## config.mk

```make
export PLATFORM = sky130hd
export DESIGN_NAME = b4gd_lane
export DESIGN_NICKNAME = d
export VERILOG_FILES = /design/src/b4gd_pkg.sv /design/src/b4gd_lane.sv
export SDC_FILE = /design/constraint.sdc
export NUM_CORES = 2
export LEC_CHECK = 0
export CAP_MARGIN = 15
export CORE_MARGIN = 10
export CORE_UTILIZATION = 35
export CTS_CLUSTER_SIZE = 28
export DETAILED_ROUTE_END_ITERATION = 10
export DONT_BUFFER_PORTS = 1
export MAX_ROUTING_LAYER = met4
export PLACE_DENSITY = 0.6
export SYNTH_ARGS = -nofsm -noshare
export SYNTH_HDL_FRONTEND = slang
export SYNTH_SLANG_ARGS = --single-unit
export TNS_END_PERCENT = 30
```

## constraint.sdc

```tcl
create_clock -name clk -period 29.5 [get_ports clk]
set_clock_uncertainty 0.15 [all_clocks]
set_input_delay 1.475 -clock clk [delete_from_list [all_inputs] [get_ports clk]]
set_output_delay 1.475 -clock clk [all_outputs]
set_load 0.05 [all_outputs]
```

## src/b4gd_pkg.sv

```systemverilog
`timescale 1ns / 1ps
`default_nettype none
// ----------------------------------------------------------------------------
// b4gd_pkg: shared types, constants and fp helpers
// Floating point building blocks for the bf16 x int4 lookup group dot product:
// bf16 multiply with flush, a generic align/add/round core and fp32 packing.
// ----------------------------------------------------------------------------
package b4gd_pkg;

  localparam int LANES       = 16;
  localparam int GROUP       = 32;
  localparam int ACT_W       = 16;
  localparam int CODE_W      = 4;
  localparam int REG_W       = 64;
  localparam int NUM_REGS    = 4;
  localparam int CFG_IDX_W   = 2;
  localparam int CODE_LSB    = GROUP * ACT_W;
  localparam int SCALE_LSB   = CODE_LSB + GROUP * CODE_W;
  localparam int S_DATA_W    = SCALE_LSB + ACT_W;
  localparam int RED_LEVELS  = 4;

  localparam logic [31:0] QNAN   = 32'h7FC0_0000;
  localparam logic [7:0]  EXP_MAX = 8'hFF;

  typedef enum logic [2:0] {
    ST_IDLE,
    ST_SUM,
    ST_PROD,
    ST_ACC,
    ST_LOAD,
    ST_RED,
    ST_OUT
  } state_t;

  // stage strobes from the sequencer to every lane
  typedef struct packed {
    logic mul_en;
    logic sum_en;
    logic prod_en;
    logic acc_en;
    logic acc_clr;
  } lane_ctrl_t;

  // operand in extended form: value = mant * 2^(exp - 127 - 62)
  typedef struct packed {
    logic               nan;
    logic               inf;
    logic               sign;
    logic signed [11:0] exp;
    logic [63:0]        mant;
  } xfp_t;

  // leading zero count
  function automatic logic [6:0] lzc64(input logic [63:0] m);
    logic [6:0] n;
    logic       found;
    n     = 7'd64;
    found = 1'b0;
    for (int i = 63; i >= 0; i--) begin
      if (!found && m[i]) begin
        n     = 7'(63 - i);
        found = 1'b1;
      end
    end
    return n;
  endfunction

  // right shift, lost bits jammed into bit 0
  function automatic logic [63:0] shr_jam(input logic [63:0] m, input logic [11:0] sh);
    logic [63:0] r;
    logic [63:0] mask;
    logic        st;
    if (sh >= 12'd64) begin
      r  = '0;
      st = |m;
    end else begin
      r    = m >> sh[5:0];
      mask = ~(64'hFFFF_FFFF_FFFF_FFFF << sh[5:0]);
      st   = |(m & mask);
    end
    return r | {63'd0, st};
  endfunction

  // round to nearest even and pack; value = m * 2^(e - 127 - 63)
  function automatic logic [31:0] rnd_pack(input logic sign, input logic signed [11:0] e,
                                           input logic [63:0] m);
    logic [6:0]         lz;
    logic [63:0]        mn;
    logic signed [12:0] en;
    logic [23:0]        kept;
    logic               g;
    logic               st;
    logic               inc;
    logic [7:0]         base;
    logic [31:0]        tot;
    if (m == 64'd0) return {sign, 31'd0};
    lz = lzc64(m);
    mn = m << lz;
    en = 13'(e) - 13'(lz);
    if (en >= 13'sd255) return {sign, EXP_MAX, 23'd0};
    if (en <= 13'sd0) begin
      mn   = shr_jam(mn, 12'(13'sd1 - en));
      base = 8'd0;
    end else begin
      base = 8'(en - 13'sd1);
    end
    kept = mn[63:40];
    g    = mn[39];
    st   = |mn[38:0];
    inc  = g & (st | kept[0]);
    tot  = {1'b0, base, 23'd0} + {8'd0, kept} + {31'd0, inc};
    return {sign, tot[30:0]};
  endfunction

  // fp32 into extended form (subnormals keep exponent 1, no hidden bit)
  function automatic xfp_t unpack32(input logic [31:0] x);
    xfp_t r;
    logic [7:0] eff;
    eff    = (x[30:23] == 8'd0) ? 8'd1 : x[30:23];
    r.sign = x[31];
    r.nan  = (x[30:23] == EXP_MAX) && (x[22:0] != 23'd0);
    r.inf  = (x[30:23] == EXP_MAX) && (x[22:0] == 23'd0);
    r.exp  = $signed({4'b0, eff});
    r.mant = {1'b0, (x[30:23] != 8'd0), x[22:0], 39'd0};
    return r;
  endfunction

  // bring mantissa msb to bit 62
  function automatic xfp_t norm62(input xfp_t x);
    xfp_t       r;
    logic [6:0] lz;
    logic [6:0] sh;
    r = x;
    if (x.mant != 64'd0) begin
      lz     = lzc64(x.mant);
      sh     = lz - 7'd1;
      r.mant = x.mant << sh;
      r.exp  = x.exp - $signed({5'b0, sh});
    end
    return r;
  endfunction

  // exact align, add and one rounding; operands with exp order matching value order
  function automatic logic [31:0] add_core(input xfp_t a, input xfp_t b);
    logic               a_big;
    xfp_t               big;
    xfp_t               sml;
    logic signed [11:0] d;
    logic [63:0]        ms;
    logic [63:0]        sum;
    logic               sgn;
    if (a.nan || b.nan || (a.inf && b.inf && (a.sign != b.sign))) return QNAN;
    if (a.inf) return {a.sign, EXP_MAX, 23'd0};
    if (b.inf) return {b.sign, EXP_MAX, 23'd0};
    a_big = (a.mant != 64'd0) && ((b.mant == 64'd0) || (a.exp > b.exp) ||
            ((a.exp == b.exp) && (a.mant >= b.mant)));
    big = a_big ? a : b;
    sml = a_big ? b : a;
    d   = big.exp - sml.exp;
    ms  = shr_jam(sml.mant, 12'(d));
    sum = (big.sign == sml.sign) ? big.mant + ms : big.mant - ms;
    sgn = (sum == 64'd0) ? (a.sign & b.sign) : big.sign;
    return rnd_pack(sgn, big.exp + 12'sd1, sum);
  endfunction

  function automatic logic [31:0] fadd(input logic [31:0] x, input logic [31:0] y);
    return add_core(unpack32(x), unpack32(y));
  endfunction

  function automatic logic [31:0] ftz(input logic [31:0] x);
    return (x[30:23] == 8'd0) ? {x[31], 31'd0} : x;
  endfunction

  // bf16 x bf16 -> fp32, inputs and result flushed, exact otherwise
  function automatic logic [31:0] bmul(input logic [15:0] a, input logic [15:0] w);
    logic               s;
    logic               za;
    logic               zw;
    logic               ia;
    logic               iw;
    logic [15:0]        mp;
    logic signed [10:0] e;
    logic [22:0]        frac;
    s  = a[15] ^ w[15];
    za = (a[14:7] == 8'd0);
    zw = (w[14:7] == 8'd0);
    ia = (a[14:7] == EXP_MAX);
    iw = (w[14:7] == EXP_MAX);
    if ((ia && a[6:0] != 7'd0) || (iw && w[6:0] != 7'd0)) return QNAN;
    if ((ia && zw) || (iw && za)) return QNAN;
    if (ia || iw) return {s, EXP_MAX, 23'd0};
    if (za || zw) return {s, 31'd0};
    mp = {1'b1, a[6:0]} * {1'b1, w[6:0]};
    e  = $signed({3'b0, a[14:7]}) + $signed({3'b0, w[14:7]}) - 11'sd127 +
         $signed({10'b0, mp[15]});
    if (e >= 11'sd255) return {s, EXP_MAX, 23'd0};
    if (e <= 11'sd0) return {s, 31'd0};
    frac = mp[15] ? {mp[14:0], 8'd0} : {mp[13:0], 9'd0};
    return {s, e[7:0], frac};
  endfunction

  // exact fp32 x bf16 product in normalized extended form
  function automatic xfp_t fmul_x(input logic [31:0] t, input logic [15:0] sc);
    xfp_t        r;
    logic        tz;
    logic        sz;
    logic        ti;
    logic        si;
    logic [7:0]  et;
    logic [7:0]  es;
    logic [31:0] p;
    tz = (t[30:0] == 31'd0);
    sz = (sc[14:0] == 15'd0);
    ti = (t[30:23] == EXP_MAX);
    si = (sc[14:7] == EXP_MAX);
    et = (t[30:23] == 8'd0) ? 8'd1 : t[30:23];
    es = (sc[14:7] == 8'd0) ? 8'd1 : sc[14:7];
    p  = {(t[30:23] != 8'd0), t[22:0]} * {(sc[14:7] != 8'd0), sc[6:0]};
    r.sign = t[31] ^ sc[15];
    r.nan  = (ti && t[22:0] != 23'd0) || (si && sc[6:0] != 7'd0) ||
             (ti && sz) || (si && tz);
    r.inf  = ti || si;
    r.exp  = $signed({4'b0, et}) + $signed({4'b0, es}) - 12'sd126;
    r.mant = {1'b0, p, 31'd0};
    return norm62(r);
  endfunction

endpackage
`default_nettype wire

```

## src/b4gd_lane.sv

```systemverilog
`timescale 1ns / 1ps
`default_nettype none
// ----------------------------------------------------------------------------
// b4gd_lane: one fp32 lane
// Two flushed bf16 products, their flushed pair sum, then a fused multiply by
// the group scale into the lane accumulator with a single rounding.
// ----------------------------------------------------------------------------
module b4gd_lane (
  input  wire logic                clk,
  input  wire logic                rst,
  input  wire b4gd_pkg::lane_ctrl_t ctrl,
  input  wire logic [15:0]         act_hi,
  input  wire logic [15:0]         act_lo,
  input  wire logic [15:0]         wt_hi,
  input  wire logic [15:0]         wt_lo,
  input  wire logic [15:0]         scale,
  output logic [31:0]              acc
);

  logic [31:0]         p_hi;
  logic [31:0]         p_lo;
  logic [31:0]         t;
  b4gd_pkg::xfp_t      prod;
  b4gd_pkg::xfp_t      accn;
  logic [31:0]         t_first;

  // products
  always_ff @(posedge clk) begin
    if (ctrl.mul_en) begin
      p_hi <= b4gd_pkg::bmul(act_hi, wt_hi);
      p_lo <= b4gd_pkg::bmul(act_lo, wt_lo);
    end
  end

  // zero plus the odd product turns a negative zero positive
  assign t_first = (p_hi == 32'h8000_0000) ? 32'd0 : p_hi;

  always_ff @(posedge clk) begin
    if (ctrl.sum_en) begin
      t <= b4gd_pkg::ftz(b4gd_pkg::fadd(t_first, p_lo));
    end
  end

  // exact scale product, accumulator normalized alongside
  always_ff @(posedge clk) begin
    if (ctrl.prod_en) begin
      prod <= b4gd_pkg::fmul_x(t, scale);
      accn <= b4gd_pkg::norm62(b4gd_pkg::unpack32(acc));
    end
  end

  // accumulate with one rounding
  always_ff @(posedge clk) begin
    if (rst || ctrl.acc_clr) begin
      acc <= 32'd0;
    end else if (ctrl.acc_en) begin
      acc <= b4gd_pkg::add_core(prod, accn);
    end
  end

endmodule
`default_nettype wire

```

==> insert_results.sql <==
INSERT INTO impl_metrics (metric_group, metric, value, unit) VALUES
('routing', 'vias_per_cell', '7.180', ''),
('clock_tree', 'clk_pin_slew_worst_paths', '110', 'ps'),
('clock_tree', 'tritoncts_num_sinks', '196', ''),
('cells_and_area', 'layout.filler_cells', '22089', ''),
('worst_setup_path', 'setup.worst_path.start_class', 'flop', ''),
('worst_setup_path', 'worstSetupPathDepth', '83', ''),
('yosys', 'synth.lib_cells_used.distinct', '142', ''),
('global_routing', 'via_count_of_the_first_global_routing_pass', '84544', ''),
('yosys', 'mappedNetlistArea', '72430', 'um2'),
('floorplan', 'core_area', '205200', 'um2'),
('worst_setup_path', 'timing.critical_path.mode_cell', 'nor2_1', ''),
('worst_setup_path', 'slowest_delay', '930', 'ps'),
('routing', 'detail_route.wl_per_cell', '34.54', 'um'),
('clock_tree', 'cts_setup_buffers', '0', ''),
('floorplan', 'dieHeight', '474.9', 'um'),
('clock_tree', 'worst_skew_pair.late_latency', '580', 'ps'),
('worst_setup_path', 'r2r_cells', '83', ''),
('yosys', 'synth_compound_area_share', '34.67', '%'),
('sta', 'post-route-period-util', '89.41', '%'),
('floorplan', 'std_cell_rows', '166', ''),
('routing', 'vias', '91709', ''),
('global_routing', 'remaining_global_route_overflow', '0', ''),
('cells_and_area', 'final_net_count', '10700', ''),
('floorplan', 'pin_count', '119', ''),
('clock_tree', 'htreeDepth', '4', ''),
('worst_setup_path', 'worstPathArrival', '26720', 'ps'),
('global_routing', 'global_route_wire_length_before_repair', '626900', 'um'),
('worst_setup_path', 'timing.critical_path.buf_inv', '12', ''),
('clock_tree', 'ctsRootBufferMaster', 'clkbuf_16', ''),
('yosys', 'synth_simple_gate_area_share', '28.13', '%'),
('worst_setup_path', 'slowest_stage', 'o21ai_1', ''),
('placed_design', 'detailed_place.area', '75550', 'um2'),
('routing', 'drc', '0', ''),
('yosys', 'synth_enable_flop_cells', '164', ''),
('worst_setup_path', 'path_class', 'flop to flop', ''),
('yosys', 'ys_async_sr_fraction', '0', '%'),
('yosys', 'synth_top_family_by_area', 'compound AO/OA/AOI/OAI gates', ''),
('worst_setup_path', 'critical_path.endpoint_type', 'flop', ''),
('yosys', 'ys.flop_type', 'edfxtp_1', ''),
('yosys', 'synthesis.nets', '11032', ''),
('placed_design', 'gp_routability_congestion', '1.088', ''),
('sta', 'slew_headroom', '6.940', '%'),
('global_routing', 'antenna_found_initial', '15', ''),
('yosys', 'ys_ff_latch', '196', ''),
('clock_tree', 'tritoncts', 'yes', ''),
('global_routing', 'global_route.usage.total', '38.14', '%'),
('cells_and_area', 'proportion_of_layout_cells_with_a_drive_suffix_above_1', '8.319', '%'),
('clock_tree', 'post_cts_resized', '0', ''),
('clock_tree', 'max-clock-path-buffers', '2', ''),
('placed_design', 'post-dp-hpwl', '351600', 'um'),
('routing', 'routed_wirelength', '441200', 'um'),
('sta', 'setup_viol_count_final', '0', ''),
('clock_tree', 'ctsHoldBuffers', '0', ''),
('placed_design', 'place.port_buffers', '0', ''),
('sta', 'max_freq', '37.91', 'MHz'),
('status', 'run_status', 'finished, final reports clean', ''),
('worst_hold_path', 'hold_path.class', 'flop to flop', ''),
('cells_and_area', 'post_synthesis_to_final_layout_area_growth', '5.269', '%'),
('floorplan', 'floorplan.initialDensity', '35.29', '%'),
('yosys', 'yosys.area_share.adder', '11.78', '%'),
('clock_tree', 'cts_buffers', '17', ''),
('worst_setup_path', 'path_max_fanout', '61', ''),
('yosys', 'synth_xor_area_share', '3.942', '%'),
('sta', 'slew_violations', '0', ''),
('routing', 'route.antenna.remaining_nets', '0', ''),
('yosys', 'muxShareOfSynthArea', '6.708', '%'),
('routing', 'detail_route.iter0.violations', '14653', ''),
('sta', 'final_hold_viol_count', '0', ''),
('worst_hold_path', 'whs_path_depth', '1', ''),
('yosys', 'synthesis.instances', '10392', ''),
('yosys', 'synthesis.area_per_instance', '6.969', 'um2'),
('run', 'maxCapViolations', '0', ''),
('yosys', 'ys_seq_area_share', '7.684', '%'),
('sta', 'tightest_slew', '1387', 'ps'),
('sta', 'finalSetupTns', '0', 'ps'),
('worst_setup_path', 'worst_path_dominant_cell_family', 'compound AO/OA/AOI/OAI gates', ''),
('global_routing', 'maximum_number_of_pins_on_one_net_before_global_route_repair', '88', ''),
('worst_setup_path', 'required', '29850', 'ps'),
('floorplan', 'dieWidth', '474.9', 'um'),
('cells_and_area', 'final_cell_area', '76240', 'um2'),
('sta', 'finalCriticalPeriod', '26380', 'ps'),
('routing', 'drt_pass1_iterations', '8', ''),
('sta', 'grt_setup_unrepaired', 'false', ''),
('floorplan', 'die_area', '225500', 'um2'),
('yosys', 'synthesis.yosys.warnings', '0', '');
## per-stage QoR
step	util, %	setup WS, ps	hold WS, ps	instances
after floorplan	-	7400	393.0	10392
after global placement	36.78	4918	408.5	12710
after detailed placement	36.82	4312	425.5	12722
after CTS	37.11	4182	455.3	12754
after global routing	37.15	1762	475.6	12770
final	37.15	3123	454.2	12773
## registers in the layout, indices dropped and copies added, names as in the netlist
register / count
prod: 47
accn: 37
acc: 32
t: 32
p_hi: 24
p_lo: 24
## cell families (layout without fill, tap and decap cells)
group,Yosys count,in the layout
AOI/OAI and AO/OA,3611,3611
xor gates and xnor gates,326,326
adders and majority gates,554,554
buffers and inverters,1232,913
DFF,196,196
muxes,418,418
other,0,12
and+or+nand+nor,4055,4055
## cell usage in the layout (no fill, tap or decap), drive strengths merged, types with 49 or more instances in the layout
cell type | Yosys | routed
nand2 | 1036 | 1036
nor2 | 910 | 910
a21oi | 741 | 741
o21ai | 693 | 693
inv | 517 | 525
nor3 | 431 | 431
nand3 | 379 | 379
buf | 277 | 346
and2 | 341 | 341
ha | 340 | 340
mux2i | 302 | 302
a211oi | 257 | 257
nor4 | 239 | 239
fa | 213 | 213
xnor2 | 209 | 209
o211ai | 178 | 178
a31oi | 166 | 166
edfxtp | 164 | 164
o22ai | 148 | 148
nand4 | 133 | 133
a22oi | 127 | 127
a21o | 122 | 122
xor2 | 117 | 117
o31ai | 105 | 105
and3 | 102 | 102
nand2b | 85 | 85
a221oi | 84 | 84
or2 | 84 | 84
or3 | 82 | 82
o221ai | 81 | 81
a2111oi | 78 | 78
o21bai | 75 | 75
mux2 | 70 | 70
a32oi | 68 | 68
o21a | 63 | 63
o2111ai | 57 | 57
or4 | 49 | 49
## path summary, 6_finish.rpt
kind | slack, ps | to | from
worst max-delay path | 3120 | acc[25] | accn[53]
worst min-delay path | 450 | prod[76] | t[31]
worst max register to register | 3120 | acc[25] | accn[53]
worst min register to register | 450 | prod[76] | t[31]
## worst reg2reg max path: cells and delay by family, from the launching register on
kind	cells	cell delay, ps
AOI/OAI and AO/OA	35	10970
and+or+nand+nor	30	9220
buffers and inverters	12	3840
adders and majority gates	5	1440
DFF	1	480
xor gates and xnor gates	1	180
## final cells by class
type | instances | area [um2] | share of cell area [%]
inverters | 532 | 1997 | 2.619
clock inverters | 15 | 180.2 | 0.2363
clock buffers | 17 | 425.4 | 0.5580
flip-flops and latches | 196 | 5565 | 7.300
diodes | 12 | 30.03 | 0.03939
multi-input cells | 8964 | 62050 | 81.39
repair buffers | 349 | 2628 | 3.446
well taps | 2688 | 3363 | 4.411
## synthesized netlist by cell type (all sizes together) (117+ instances only)
master | n | share of area [%]
xor2 | 117 | 1.4
a21o | 122 | 1.3
o21ai | 693 | 4.8
clkbuf | 423 | 2.2
nand2 | 1036 | 5.4
buf | 277 | 2.1
nand4 | 133 | 1.2
edfxtp | 164 | 6.8
inv | 517 | 2.7
a22oi | 127 | 1.4
fa | 213 | 5.9
xnor2 | 209 | 2.5
nand3 | 379 | 2.7
ha | 340 | 5.9
o22ai | 148 | 1.3
and2 | 341 | 2.9
a21oi | 741 | 5.2
a211oi | 257 | 2.7
o211ai | 178 | 1.9
mux2i | 302 | 4.2
a31oi | 166 | 1.5
nor2 | 910 | 4.8
nor3 | 431 | 3.1
nor4 | 239 | 2.3
## layer usage
| layer | vias up | global-route usage (%) | routed length [um] |
|---|---|---|---|
| met5 | - | - | 0 |
| met4 | 0 | 24.66 | 37820 |
| met3 | 1532 | 7.858 | 45660 |
| met2 | 6767 | 55.48 | 183400 |
| met1 | 44475 | 47.72 | 174200 |
| li1 | 38935 | - | - |
Power is not shown: default switching activity piles up to over one toggle a cycle in this logic, so the estimate is an artifact.
